--- src/sv/bps_pkg.sv ---
// ----------------------------------------------------------------------------
// bps_pkg
// Shared constants, codes and state type for the bitmap priority scheduler.
// ----------------------------------------------------------------------------
package bps_pkg;

    localparam int NUM_PRIOS = 32;
    localparam int TICK_BITS = 32;

    localparam int CMD_W     = 2;
    localparam int PRIO_W    = 6;
    localparam int DELAY_W   = 32;
    localparam int THREAD_W  = 6;
    localparam int MASK_W    = 32;
    localparam int ERR_W     = 2;

    localparam int IDX_W     = $clog2(NUM_PRIOS);
    localparam int CNT_W     = $clog2(NUM_PRIOS + 1);

    typedef enum logic [CMD_W-1:0] {
        CMD_TICK  = 2'd0,
        CMD_DELAY = 2'd1,
        CMD_START = 2'd2,
        CMD_SCHED = 2'd3
    } cmd_t;

    typedef enum logic [ERR_W-1:0] {
        ERR_OK         = 2'd0,
        ERR_NO_THREAD  = 2'd1,
        ERR_SLOT_TAKEN = 2'd2,
        ERR_ZERO_DELAY = 2'd3
    } err_t;

    typedef enum logic [1:0] {
        S_IDLE,
        S_TICK,
        S_SCHED,
        S_DONE
    } state_t;

endpackage

--- src/sv/bps_req_if.sv ---
// ----------------------------------------------------------------------------
// bps_req_if
// Command channel: one beat carries one scheduler command.
// ----------------------------------------------------------------------------
interface bps_req_if;

    logic                        valid;
    logic                        ready;
    logic [bps_pkg::CMD_W-1:0]   cmd;
    logic [bps_pkg::PRIO_W-1:0]  prio;
    logic [bps_pkg::DELAY_W-1:0] delay_ticks;

    modport source (output valid, output cmd, output prio, output delay_ticks, input ready);
    modport sink   (input valid, input cmd, input prio, input delay_ticks, output ready);

endinterface

--- src/sv/bps_rsp_if.sv ---
// ----------------------------------------------------------------------------
// bps_rsp_if
// Result channel: one beat carries the outcome of one command.
// ----------------------------------------------------------------------------
interface bps_rsp_if;

    logic                         valid;
    logic                         ready;
    logic [bps_pkg::THREAD_W-1:0] next_thread;
    logic                         switch_now;
    logic [bps_pkg::MASK_W-1:0]   ready_mask;
    logic [bps_pkg::ERR_W-1:0]    error_code;

    modport source (output valid, output next_thread, output switch_now,
                    output ready_mask, output error_code, input ready);
    modport sink   (input valid, input next_thread, input switch_now,
                    input ready_mask, input error_code, output ready);

endinterface

--- src/sv/bitmap_priority_scheduler.sv ---
// From accept to result: start commands and rejected delay commands go straight to the result state;
// schedule and delay first scan the ready bitmap, and tick first walks the timeout RAM.
// One command at a time; the next is taken while a result waits in the output register.
// Tick time is set by the walk over the timeout RAM, one entry per cycle through its read port;
// schedule time by the scan of the ready bitmap, one priority per cycle.
// Reset clears all bitmaps and the running thread; the timeout RAM is not cleared.
// ----------------------------------------------------------------------------
// bitmap_priority_scheduler
// Thread scheduler with ready and delayed bitmaps and per-priority tick
// timeouts held in a RAM, updated by read-modify-write.
// ----------------------------------------------------------------------------
module bitmap_priority_scheduler (
    input  logic   clk,
    input  logic   rst_n,
    bps_req_if.sink   req,
    bps_rsp_if.source rsp
);

    localparam int N = bps_pkg::NUM_PRIOS;

    bps_pkg::state_t state_reg, state_next;

    logic [N-1:0]                    ready_bits_reg, ready_bits_next;
    logic [N-1:0]                    delayed_bits_reg, delayed_bits_next;
    logic [N-1:0]                    slots_reg, slots_next;
    logic                            idle_reg, idle_next;
    logic [bps_pkg::CNT_W-1:0]       cur_reg, cur_next;
    logic                            cur_valid_reg, cur_valid_next;

    logic [bps_pkg::CNT_W-1:0]       idx_reg, idx_next;
    logic [bps_pkg::CNT_W-1:0]       best_reg, best_next;
    logic                            pipe_vld_reg, pipe_vld_next;
    logic [bps_pkg::IDX_W-1:0]       pipe_idx_reg, pipe_idx_next;
    logic                            res_sw_reg, res_sw_next;
    bps_pkg::err_t                   res_err_reg, res_err_next;

    logic                            out_vld_reg, out_vld_next;
    logic [bps_pkg::THREAD_W-1:0]    out_thread_reg, out_thread_next;
    logic                            out_sw_reg, out_sw_next;
    logic [bps_pkg::MASK_W-1:0]      out_mask_reg, out_mask_next;
    bps_pkg::err_t                   out_err_reg, out_err_next;

    logic                            ram_wr_en;
    logic [bps_pkg::IDX_W-1:0]       ram_wr_addr;
    logic [bps_pkg::TICK_BITS-1:0]   ram_wr_data;
    logic                            ram_rd_en;
    logic [bps_pkg::IDX_W-1:0]       ram_rd_addr;
    logic [bps_pkg::TICK_BITS-1:0]   ram_rd_data;

    logic                            accept;
    logic                            out_free;
    logic                            scan_done;
    logic                            tick_done;
    logic [bps_pkg::MASK_W-1:0]      ready_mask_full;

    bps_ram #(
        .WIDTH (bps_pkg::TICK_BITS),
        .DEPTH (N)
    ) u_timeouts (
        .clk     (clk),
        .wr_en   (ram_wr_en),
        .wr_addr (ram_wr_addr),
        .wr_data (ram_wr_data),
        .rd_en   (ram_rd_en),
        .rd_addr (ram_rd_addr),
        .rd_data (ram_rd_data)
    );

    genvar b;
    generate
        for (b = 0; b < bps_pkg::MASK_W; b++)
        begin : g_mask
            if (b < N)
            begin : g_live
                assign ready_mask_full[b] = ready_bits_reg[b];
            end
            else
            begin : g_pad
                assign ready_mask_full[b] = 1'b0;
            end
        end
    endgenerate

    assign accept    = req.valid && req.ready;
    assign out_free  = !out_vld_reg || rsp.ready;
    assign scan_done = (idx_reg == bps_pkg::CNT_W'(N));
    assign tick_done = scan_done && !pipe_vld_reg;

    // next state
    always_comb
    begin
        state_next = state_reg;
        case (state_reg)
            bps_pkg::S_IDLE:
            begin
                if (accept)
                begin
                    case (bps_pkg::cmd_t'(req.cmd))
                        bps_pkg::CMD_TICK:  state_next = bps_pkg::S_TICK;
                        bps_pkg::CMD_SCHED: state_next = bps_pkg::S_SCHED;
                        bps_pkg::CMD_DELAY:
                        begin
                            if (!cur_valid_reg || cur_reg == '0 ||
                                int'(cur_reg) > N ||
                                req.delay_ticks[bps_pkg::TICK_BITS-1:0] == '0)
                            begin
                                state_next = bps_pkg::S_DONE;
                            end
                            else
                            begin
                                state_next = bps_pkg::S_SCHED;
                            end
                        end
                        default:            state_next = bps_pkg::S_DONE;
                    endcase
                end
            end
            bps_pkg::S_TICK:
            begin
                if (tick_done)
                begin
                    state_next = bps_pkg::S_DONE;
                end
            end
            bps_pkg::S_SCHED:
            begin
                if (scan_done)
                begin
                    state_next = bps_pkg::S_DONE;
                end
            end
            bps_pkg::S_DONE:
            begin
                if (out_free)
                begin
                    state_next = bps_pkg::S_IDLE;
                end
            end
            default: state_next = bps_pkg::S_IDLE;
        endcase
    end

    // datapath and outputs
    always_comb
    begin
        logic [bps_pkg::PRIO_W-1:0]    prio_m1;
        logic [bps_pkg::IDX_W-1:0]     prio_idx;
        logic [bps_pkg::CNT_W-1:0]     cur_m1;
        logic [bps_pkg::IDX_W-1:0]     cur_idx;
        logic [bps_pkg::TICK_BITS-1:0] ticks;
        logic [bps_pkg::TICK_BITS-1:0] tval;
        logic                          nvalid;
        logic [bps_pkg::CNT_W-1:0]     nid;

        ready_bits_next   = ready_bits_reg;
        delayed_bits_next = delayed_bits_reg;
        slots_next        = slots_reg;
        idle_next         = idle_reg;
        cur_next          = cur_reg;
        cur_valid_next    = cur_valid_reg;
        idx_next          = idx_reg;
        best_next         = best_reg;
        pipe_vld_next     = 1'b0;
        pipe_idx_next     = pipe_idx_reg;
        res_sw_next       = res_sw_reg;
        res_err_next      = res_err_reg;
        out_vld_next      = out_vld_reg && !rsp.ready;
        out_thread_next   = out_thread_reg;
        out_sw_next       = out_sw_reg;
        out_mask_next     = out_mask_reg;
        out_err_next      = out_err_reg;
        ram_wr_en         = 1'b0;
        ram_wr_addr       = '0;
        ram_wr_data       = '0;
        ram_rd_en         = 1'b0;
        ram_rd_addr       = '0;

        prio_m1  = req.prio - bps_pkg::PRIO_W'(1);
        prio_idx = prio_m1[bps_pkg::IDX_W-1:0];
        cur_m1   = cur_reg - bps_pkg::CNT_W'(1);
        cur_idx  = cur_m1[bps_pkg::IDX_W-1:0];
        ticks    = req.delay_ticks[bps_pkg::TICK_BITS-1:0];
        tval     = ram_rd_data;
        nvalid   = 1'b0;
        nid      = '0;

        case (state_reg)
            bps_pkg::S_IDLE:
            begin
                if (accept)
                begin
                    idx_next     = '0;
                    best_next    = '0;
                    res_sw_next  = 1'b0;
                    res_err_next = bps_pkg::ERR_OK;
                    case (bps_pkg::cmd_t'(req.cmd))
                        bps_pkg::CMD_DELAY:
                        begin
                            if (!cur_valid_reg || cur_reg == '0 || int'(cur_reg) > N)
                            begin
                                res_err_next = bps_pkg::ERR_NO_THREAD;
                            end
                            else if (ticks == '0)
                            begin
                                res_err_next = bps_pkg::ERR_ZERO_DELAY;
                            end
                            else
                            begin
                                ram_wr_en                  = 1'b1;
                                ram_wr_addr                = cur_idx;
                                ram_wr_data                = ticks;
                                ready_bits_next[cur_idx]   = 1'b0;
                                delayed_bits_next[cur_idx] = 1'b1;
                            end
                        end
                        bps_pkg::CMD_START:
                        begin
                            if (int'(req.prio) > N)
                            begin
                                res_err_next = bps_pkg::ERR_SLOT_TAKEN;
                            end
                            else if (req.prio == '0)
                            begin
                                if (idle_reg)
                                begin
                                    res_err_next = bps_pkg::ERR_SLOT_TAKEN;
                                end
                                else
                                begin
                                    idle_next = 1'b1;
                                end
                            end
                            else if (slots_reg[prio_idx])
                            begin
                                res_err_next = bps_pkg::ERR_SLOT_TAKEN;
                            end
                            else
                            begin
                                slots_next[prio_idx]      = 1'b1;
                                ready_bits_next[prio_idx] = 1'b1;
                            end
                        end
                        default:
                        begin
                        end
                    endcase
                end
            end
            bps_pkg::S_TICK:
            begin
                // issue read for the next entry
                if (!scan_done)
                begin
                    ram_rd_en     = 1'b1;
                    ram_rd_addr   = idx_reg[bps_pkg::IDX_W-1:0];
                    pipe_vld_next = 1'b1;
                    pipe_idx_next = idx_reg[bps_pkg::IDX_W-1:0];
                    idx_next      = idx_reg + bps_pkg::CNT_W'(1);
                end
                // decrement and write back the entry read last cycle
                if (pipe_vld_reg && delayed_bits_reg[pipe_idx_reg])
                begin
                    if (tval != '0)
                    begin
                        tval = tval - bps_pkg::TICK_BITS'(1);
                    end
                    ram_wr_en   = 1'b1;
                    ram_wr_addr = pipe_idx_reg;
                    ram_wr_data = tval;
                    if (tval == '0)
                    begin
                        ready_bits_next[pipe_idx_reg]   = 1'b1;
                        delayed_bits_next[pipe_idx_reg] = 1'b0;
                    end
                end
            end
            bps_pkg::S_SCHED:
            begin
                if (!scan_done)
                begin
                    if (ready_bits_reg[idx_reg[bps_pkg::IDX_W-1:0]])
                    begin
                        best_next = idx_reg + bps_pkg::CNT_W'(1);
                    end
                    idx_next = idx_reg + bps_pkg::CNT_W'(1);
                end
                else
                begin
                    if (best_reg != '0)
                    begin
                        nvalid = 1'b1;
                        nid    = best_reg;
                    end
                    else if (idle_reg)
                    begin
                        nvalid = 1'b1;
                    end
                    res_sw_next    = (nvalid != cur_valid_reg) || (nvalid && nid != cur_reg);
                    cur_valid_next = nvalid;
                    cur_next       = nid;
                end
            end
            bps_pkg::S_DONE:
            begin
                if (out_free)
                begin
                    out_vld_next    = 1'b1;
                    out_thread_next = cur_valid_reg ? bps_pkg::THREAD_W'(cur_reg) : '0;
                    out_sw_next     = res_sw_reg;
                    out_mask_next   = ready_mask_full;
                    out_err_next    = res_err_reg;
                end
            end
            default:
            begin
            end
        endcase
    end

    assign req.ready       = (state_reg == bps_pkg::S_IDLE);
    assign rsp.valid       = out_vld_reg;
    assign rsp.next_thread = out_thread_reg;
    assign rsp.switch_now  = out_sw_reg;
    assign rsp.ready_mask  = out_mask_reg;
    assign rsp.error_code  = out_err_reg;

    always_ff @(posedge clk or negedge rst_n)
    begin
        if (!rst_n)
        begin
            state_reg        <= bps_pkg::S_IDLE;
            ready_bits_reg   <= '0;
            delayed_bits_reg <= '0;
            slots_reg        <= '0;
            idle_reg         <= 1'b0;
            cur_reg          <= '0;
            cur_valid_reg    <= 1'b0;
            idx_reg          <= '0;
            pipe_vld_reg     <= 1'b0;
            out_vld_reg      <= 1'b0;
        end
        else
        begin
            state_reg        <= state_next;
            ready_bits_reg   <= ready_bits_next;
            delayed_bits_reg <= delayed_bits_next;
            slots_reg        <= slots_next;
            idle_reg         <= idle_next;
            cur_reg          <= cur_next;
            cur_valid_reg    <= cur_valid_next;
            idx_reg          <= idx_next;
            pipe_vld_reg     <= pipe_vld_next;
            out_vld_reg      <= out_vld_next;
        end
    end

    always_ff @(posedge clk)
    begin
        best_reg       <= best_next;
        pipe_idx_reg   <= pipe_idx_next;
        res_sw_reg     <= res_sw_next;
        res_err_reg    <= res_err_next;
        out_thread_reg <= out_thread_next;
        out_sw_reg     <= out_sw_next;
        out_mask_reg   <= out_mask_next;
        out_err_reg    <= out_err_next;
    end

endmodule

--- src/sv/bps_ram.sv ---
// ----------------------------------------------------------------------------
// bps_ram
// Generic simple dual-port RAM: one write port, one read port, registered read.
// ----------------------------------------------------------------------------
module bps_ram #(
    parameter int WIDTH = 32,
    parameter int DEPTH = 32
) (
    input  logic                     clk,
    input  logic                     wr_en,
    input  logic [$clog2(DEPTH)-1:0] wr_addr,
    input  logic [WIDTH-1:0]         wr_data,
    input  logic                     rd_en,
    input  logic [$clog2(DEPTH)-1:0] rd_addr,
    output logic [WIDTH-1:0]         rd_data
);

    logic [WIDTH-1:0] mem [DEPTH];
    logic [WIDTH-1:0] rd_data_reg;

    always_ff @(posedge clk)
    begin
        if (wr_en)
        begin
            mem[wr_addr] <= wr_data;
        end
        if (rd_en)
        begin
            rd_data_reg <= mem[rd_addr];
        end
    end

    assign rd_data = rd_data_reg;

endmodule

--- src/flat_wrapper.sv ---
// flat-port wrapper written by rule: the top's interface ports become plain ports
module bitmap_priority_scheduler_flat 
  (clk, rst_n, req_valid, req_cmd, req_prio, req_delay_ticks, req_ready, rsp_valid, rsp_next_thread, rsp_switch_now, rsp_ready_mask, rsp_error_code, rsp_ready);
  bps_req_if req_i ();
  bps_rsp_if rsp_i ();
  input  logic clk;
  input  logic rst_n;
  input wire logic [$bits(req_i.valid)-1:0] req_valid;
  input wire logic [$bits(req_i.cmd)-1:0] req_cmd;
  input wire logic [$bits(req_i.prio)-1:0] req_prio;
  input wire logic [$bits(req_i.delay_ticks)-1:0] req_delay_ticks;
  output wire logic [$bits(req_i.ready)-1:0] req_ready;
  output wire logic [$bits(rsp_i.valid)-1:0] rsp_valid;
  output wire logic [$bits(rsp_i.next_thread)-1:0] rsp_next_thread;
  output wire logic [$bits(rsp_i.switch_now)-1:0] rsp_switch_now;
  output wire logic [$bits(rsp_i.ready_mask)-1:0] rsp_ready_mask;
  output wire logic [$bits(rsp_i.error_code)-1:0] rsp_error_code;
  input wire logic [$bits(rsp_i.ready)-1:0] rsp_ready;
  assign req_i.valid = req_valid;
  assign req_i.cmd = req_cmd;
  assign req_i.prio = req_prio;
  assign req_i.delay_ticks = req_delay_ticks;
  assign req_ready = req_i.ready;
  assign rsp_valid = rsp_i.valid;
  assign rsp_next_thread = rsp_i.next_thread;
  assign rsp_switch_now = rsp_i.switch_now;
  assign rsp_ready_mask = rsp_i.ready_mask;
  assign rsp_error_code = rsp_i.error_code;
  assign rsp_i.ready = rsp_ready;
  bitmap_priority_scheduler u_core (.clk(clk), .rst_n(rst_n), .req(req_i), .rsp(rsp_i));
endmodule
--- config.mk ---
export PLATFORM = sky130hd
export DESIGN_NAME = bitmap_priority_scheduler_flat
export DESIGN_NICKNAME = d
export VERILOG_FILES = /design/src/sv/bps_pkg.sv /design/src/sv/bps_req_if.sv /design/src/sv/bps_rsp_if.sv /design/src/sv/bitmap_priority_scheduler.sv /design/src/sv/bps_ram.sv /design/src/flat_wrapper.sv
export SDC_FILE = /design/constraint.sdc
export NUM_CORES = 2
export LEC_CHECK = 0
export BUFFER_PORTS_ARGS = -buffer_cell sky130_fd_sc_hd__clkbuf_2
export CAP_MARGIN = 20
export CORE_ASPECT_RATIO = 1.4
export CORE_MARGIN = 10
export CORE_UTILIZATION = 35
export DETAILED_ROUTE_END_ITERATION = 10
export SYNTH_ARGS = -nofsm -noshare
export SYNTH_HDL_FRONTEND = slang
export SYNTH_SLANG_ARGS = --single-unit
--- constraint.sdc ---
create_clock -name clk -period 6.24 [get_ports clk]
set_input_delay 0.936 -clock clk [delete_from_list [all_inputs] [get_ports clk]]
set_output_delay 0.936 -clock clk [all_outputs]
set_load 0.1 [all_outputs]
==> metrics.txt <==
status=finished, final reports clean; busiest layer in global routing=met2; postcts setup bufs=0; GP Congestion=0.9411; initial core utilization=0.3514; Fin Setup TNS=0 ns; met3 Use GR=0.03159; WP data arrival=5.75 ns; Worst slew margin=0.2484; First DRT Iteration DRCs=2976; placement row count=166; Most flops, register=u_core.u_timeouts.mem; All-Layer GR Usage=0.1782; Required @ worst endpoint=6.87 ns; DR WL/cell=27.80 um; sequential share of the synthesized area=0.7059; Die Width=343.6 um; critical path class=flop to flop; syn_nets=3241; Final nets=3362; pwr/cell area=367.1 mW/mm^2; pin count of the biggest net entering global routing=129; Clock Pin Slew Worst Setup and Hold Paths=0.07 ns; reg2reg end=u_core.ready_bits_reg[18]; leakage=0.01824 uW; first-pass GRT wire length=214300 um; TritonCTS clock tree=built; vias=30570; antenna violations before repair=4; clk buf depth=3; crit-path max FO=15; worst-skew pair later-pin latency=0.76 ns; top post-synthesis cells by area=edfxtp_1 65%, mux4_2 9.1%, dfrtp_1 5.6%; vias in the first global route=30510; max FFs per register=1024; commonest cells in the netlist=1111 x edfxtp_1, 335 x o21ai_0, 208 x mux4_2; Synth Flop Type=edfxtp_1; Crit. End Element=flop; Psw=6835 uW; Int Pwr=14690 uW; die area=0.1625 mm^2; sequential share of power=0.462; Yosys top cell by area=edfxtp_1; RR Startpoint=u_core.u_timeouts.rd_data[6]; detailed-route DRC error count=0; Clk pwr share=0.306; synth warn=0; Slew @ Worst Pin=1.127 ns; maximum vdd drop=0.4073 mV; hold crit path type=primary input to asynchronous set/reset pin; skew final=0.04826 ns; Async SR Flop Fraction=0.09306; GR Layer Usage met2=0.2999; drt first pass iters=6; Detail Route Antenna Nets=0; Place WS=0.9782 ns; Core Region=0.1460 mm^2; Port Buffers=86; Max Clk Rate=0.1952 GHz; top-count cell post-synth=edfxtp_1; post-synth top area share=0.6503; maxcap violations=0; Tcrit/Tclk final=0.8209; unrepaired setup endpoints after global routing=false; CTS Hold Bufs=0; M1 GR Usage=0.2213; Fin. Hold Viols=0; fin. max-slew vios=0; DR vias/cell=5.741; Syn Std Cell Area=0.05131 mm^2; total congestion overflow=0; switch share=0.3175; worst r2r path cells=10; Avg Cell Area, Syn=16.15 um^2; CTS H-tree lvls=3; CP startpoint kind=flop; share of layout cells above drive strength 1=0.2140; setup ws final=1.118 ns; share of power burned in combinational logic=0.231; final WL=148100 um; Num CTS Buffers=109; CTS Root Buffer Type=clkbuf_16; Cells after Synth=3177; number of synthesized register bits=1225; post-DP HPWL=89610 um; Unique masters post-synth=81; die height=473.0 um; placed cells=5107; Post-synth EDFFs=1111; count of non-filler cells in the finished layout=5326; post-layout minimum cycle time=5.122 ns; clock sinks=1225; Top Ports=87; setup violators final=0; area growth from synthesis to layout=14.33%; r2r setup slk=1.12 ns; Resized cells post-CTS=0
[power groups by stage]
stage | Combinational [uW] | Clock (uW) | Sequential, uW
global placement | 4920 | 0 | 10100
finish | 4980 | 6600 | 9950
floorplan | 2900 | 0 | 10400
detailed placement | 4950 | 0 | 10100
global route | 5290 | 7010 | 9990
CTS | 4970 | 6700 | 9940
[area by class of cell]
cell class | instances | area [um^2]
fill | 13090 | 87360
sequential | 1225 | 36220
multi-input combinational | 1690 | 14430
clock buffer | 143 | 2905
tap | 1932 | 2417
timing repair buffer | 228 | 1977
clock inverter | 62 | 538.0
inverter | 44 | 167.7
antenna | 2 | 5.005
[worst max-delay path, stage by stage, from the launching register on]
cell	delay, ns
edfxtp_1	0.52
nor4_1	0.70
nand3_1	0.58
o41ai_1	0.68
o211ai_1	0.18
a2111o_1	0.46
nor4_1	0.52
and4_1	0.34
buf_4	0.22
or2_1	0.41
mux2_2	0.39
[metrics by stage]
stage          power [uW]    util  hold WS, ns  cell area (um^2)
6_report            21530  0.4017       0.2859             58660
5_1_grt             22280  0.4017       0.3458             58650
4_1_cts             21610  0.4003       0.2833             58440
3_5_place_dp        15070  0.3767       0.4151             55000
3_3_place_gp        15030  0.3762       0.4082             54920
2_1_floorplan       13310       -       0.4003             51310
[layout by cell type, fill, tap and decap left out, drive strengths merged, types with 25 or more instances in the layout]
cell type and n:
edfxtp 1111, o21ai 336, clkbuf 230, mux4 208, nand2 151, or3 142, o221ai 141, buf 141
nor2 117, dfrtp 114, a21oi 64, mux2 48, inv 47, clkinv 44, o22ai 36, nand3 36
nor4 28, nor3 27, o2bb2ai 25, o21bai 25
[worst max path at each step]
stage                                 start  cells after the start  slack [ns]                            end
3_5_place_dp                    req_prio[0]                     12        0.98      u_core.ready_bits_reg[18]
4_1_cts              u_core.pipe_idx_reg[0]                      8        1.20  u_core.u_timeouts.mem[30][28]
5_1_grt        u_core.u_timeouts.rd_data[6]                     10        0.90      u_core.ready_bits_reg[30]
6_report       u_core.u_timeouts.rd_data[6]                     10        1.12      u_core.ready_bits_reg[18]
3_3_place_gp            req_delay_ticks[18]                     12       -0.09   u_core.u_timeouts.mem[16][4]
2_1_floorplan             u_core.idx_reg[0]                     15        1.21  u_core.u_timeouts.rd_data[10]
[per-layer routing]
metal  share of wire  wire length (um)
met5        0.000088                13
met4           0.045              6698
met3           0.074             10970
met2            0.50             73450
met1            0.38             56960
[logic make-up (layout without fill, tap and decap cells)]
logic type,after synthesis,in the layout,synth area share
buffers and inverters,262,477,0.02000
muxes,273,273,0.1052
other,0,2,0
AOI/OAI and AO/OA,761,761,0.09816
adders and majority gates,20,20,0.004877
xor gates and xnor gates,30,30,0.005121
and+or+nand+nor,606,606,0.06082
DFF,1225,1225,0.7059
No activity file was read; power rests on OpenSTA's default activity.
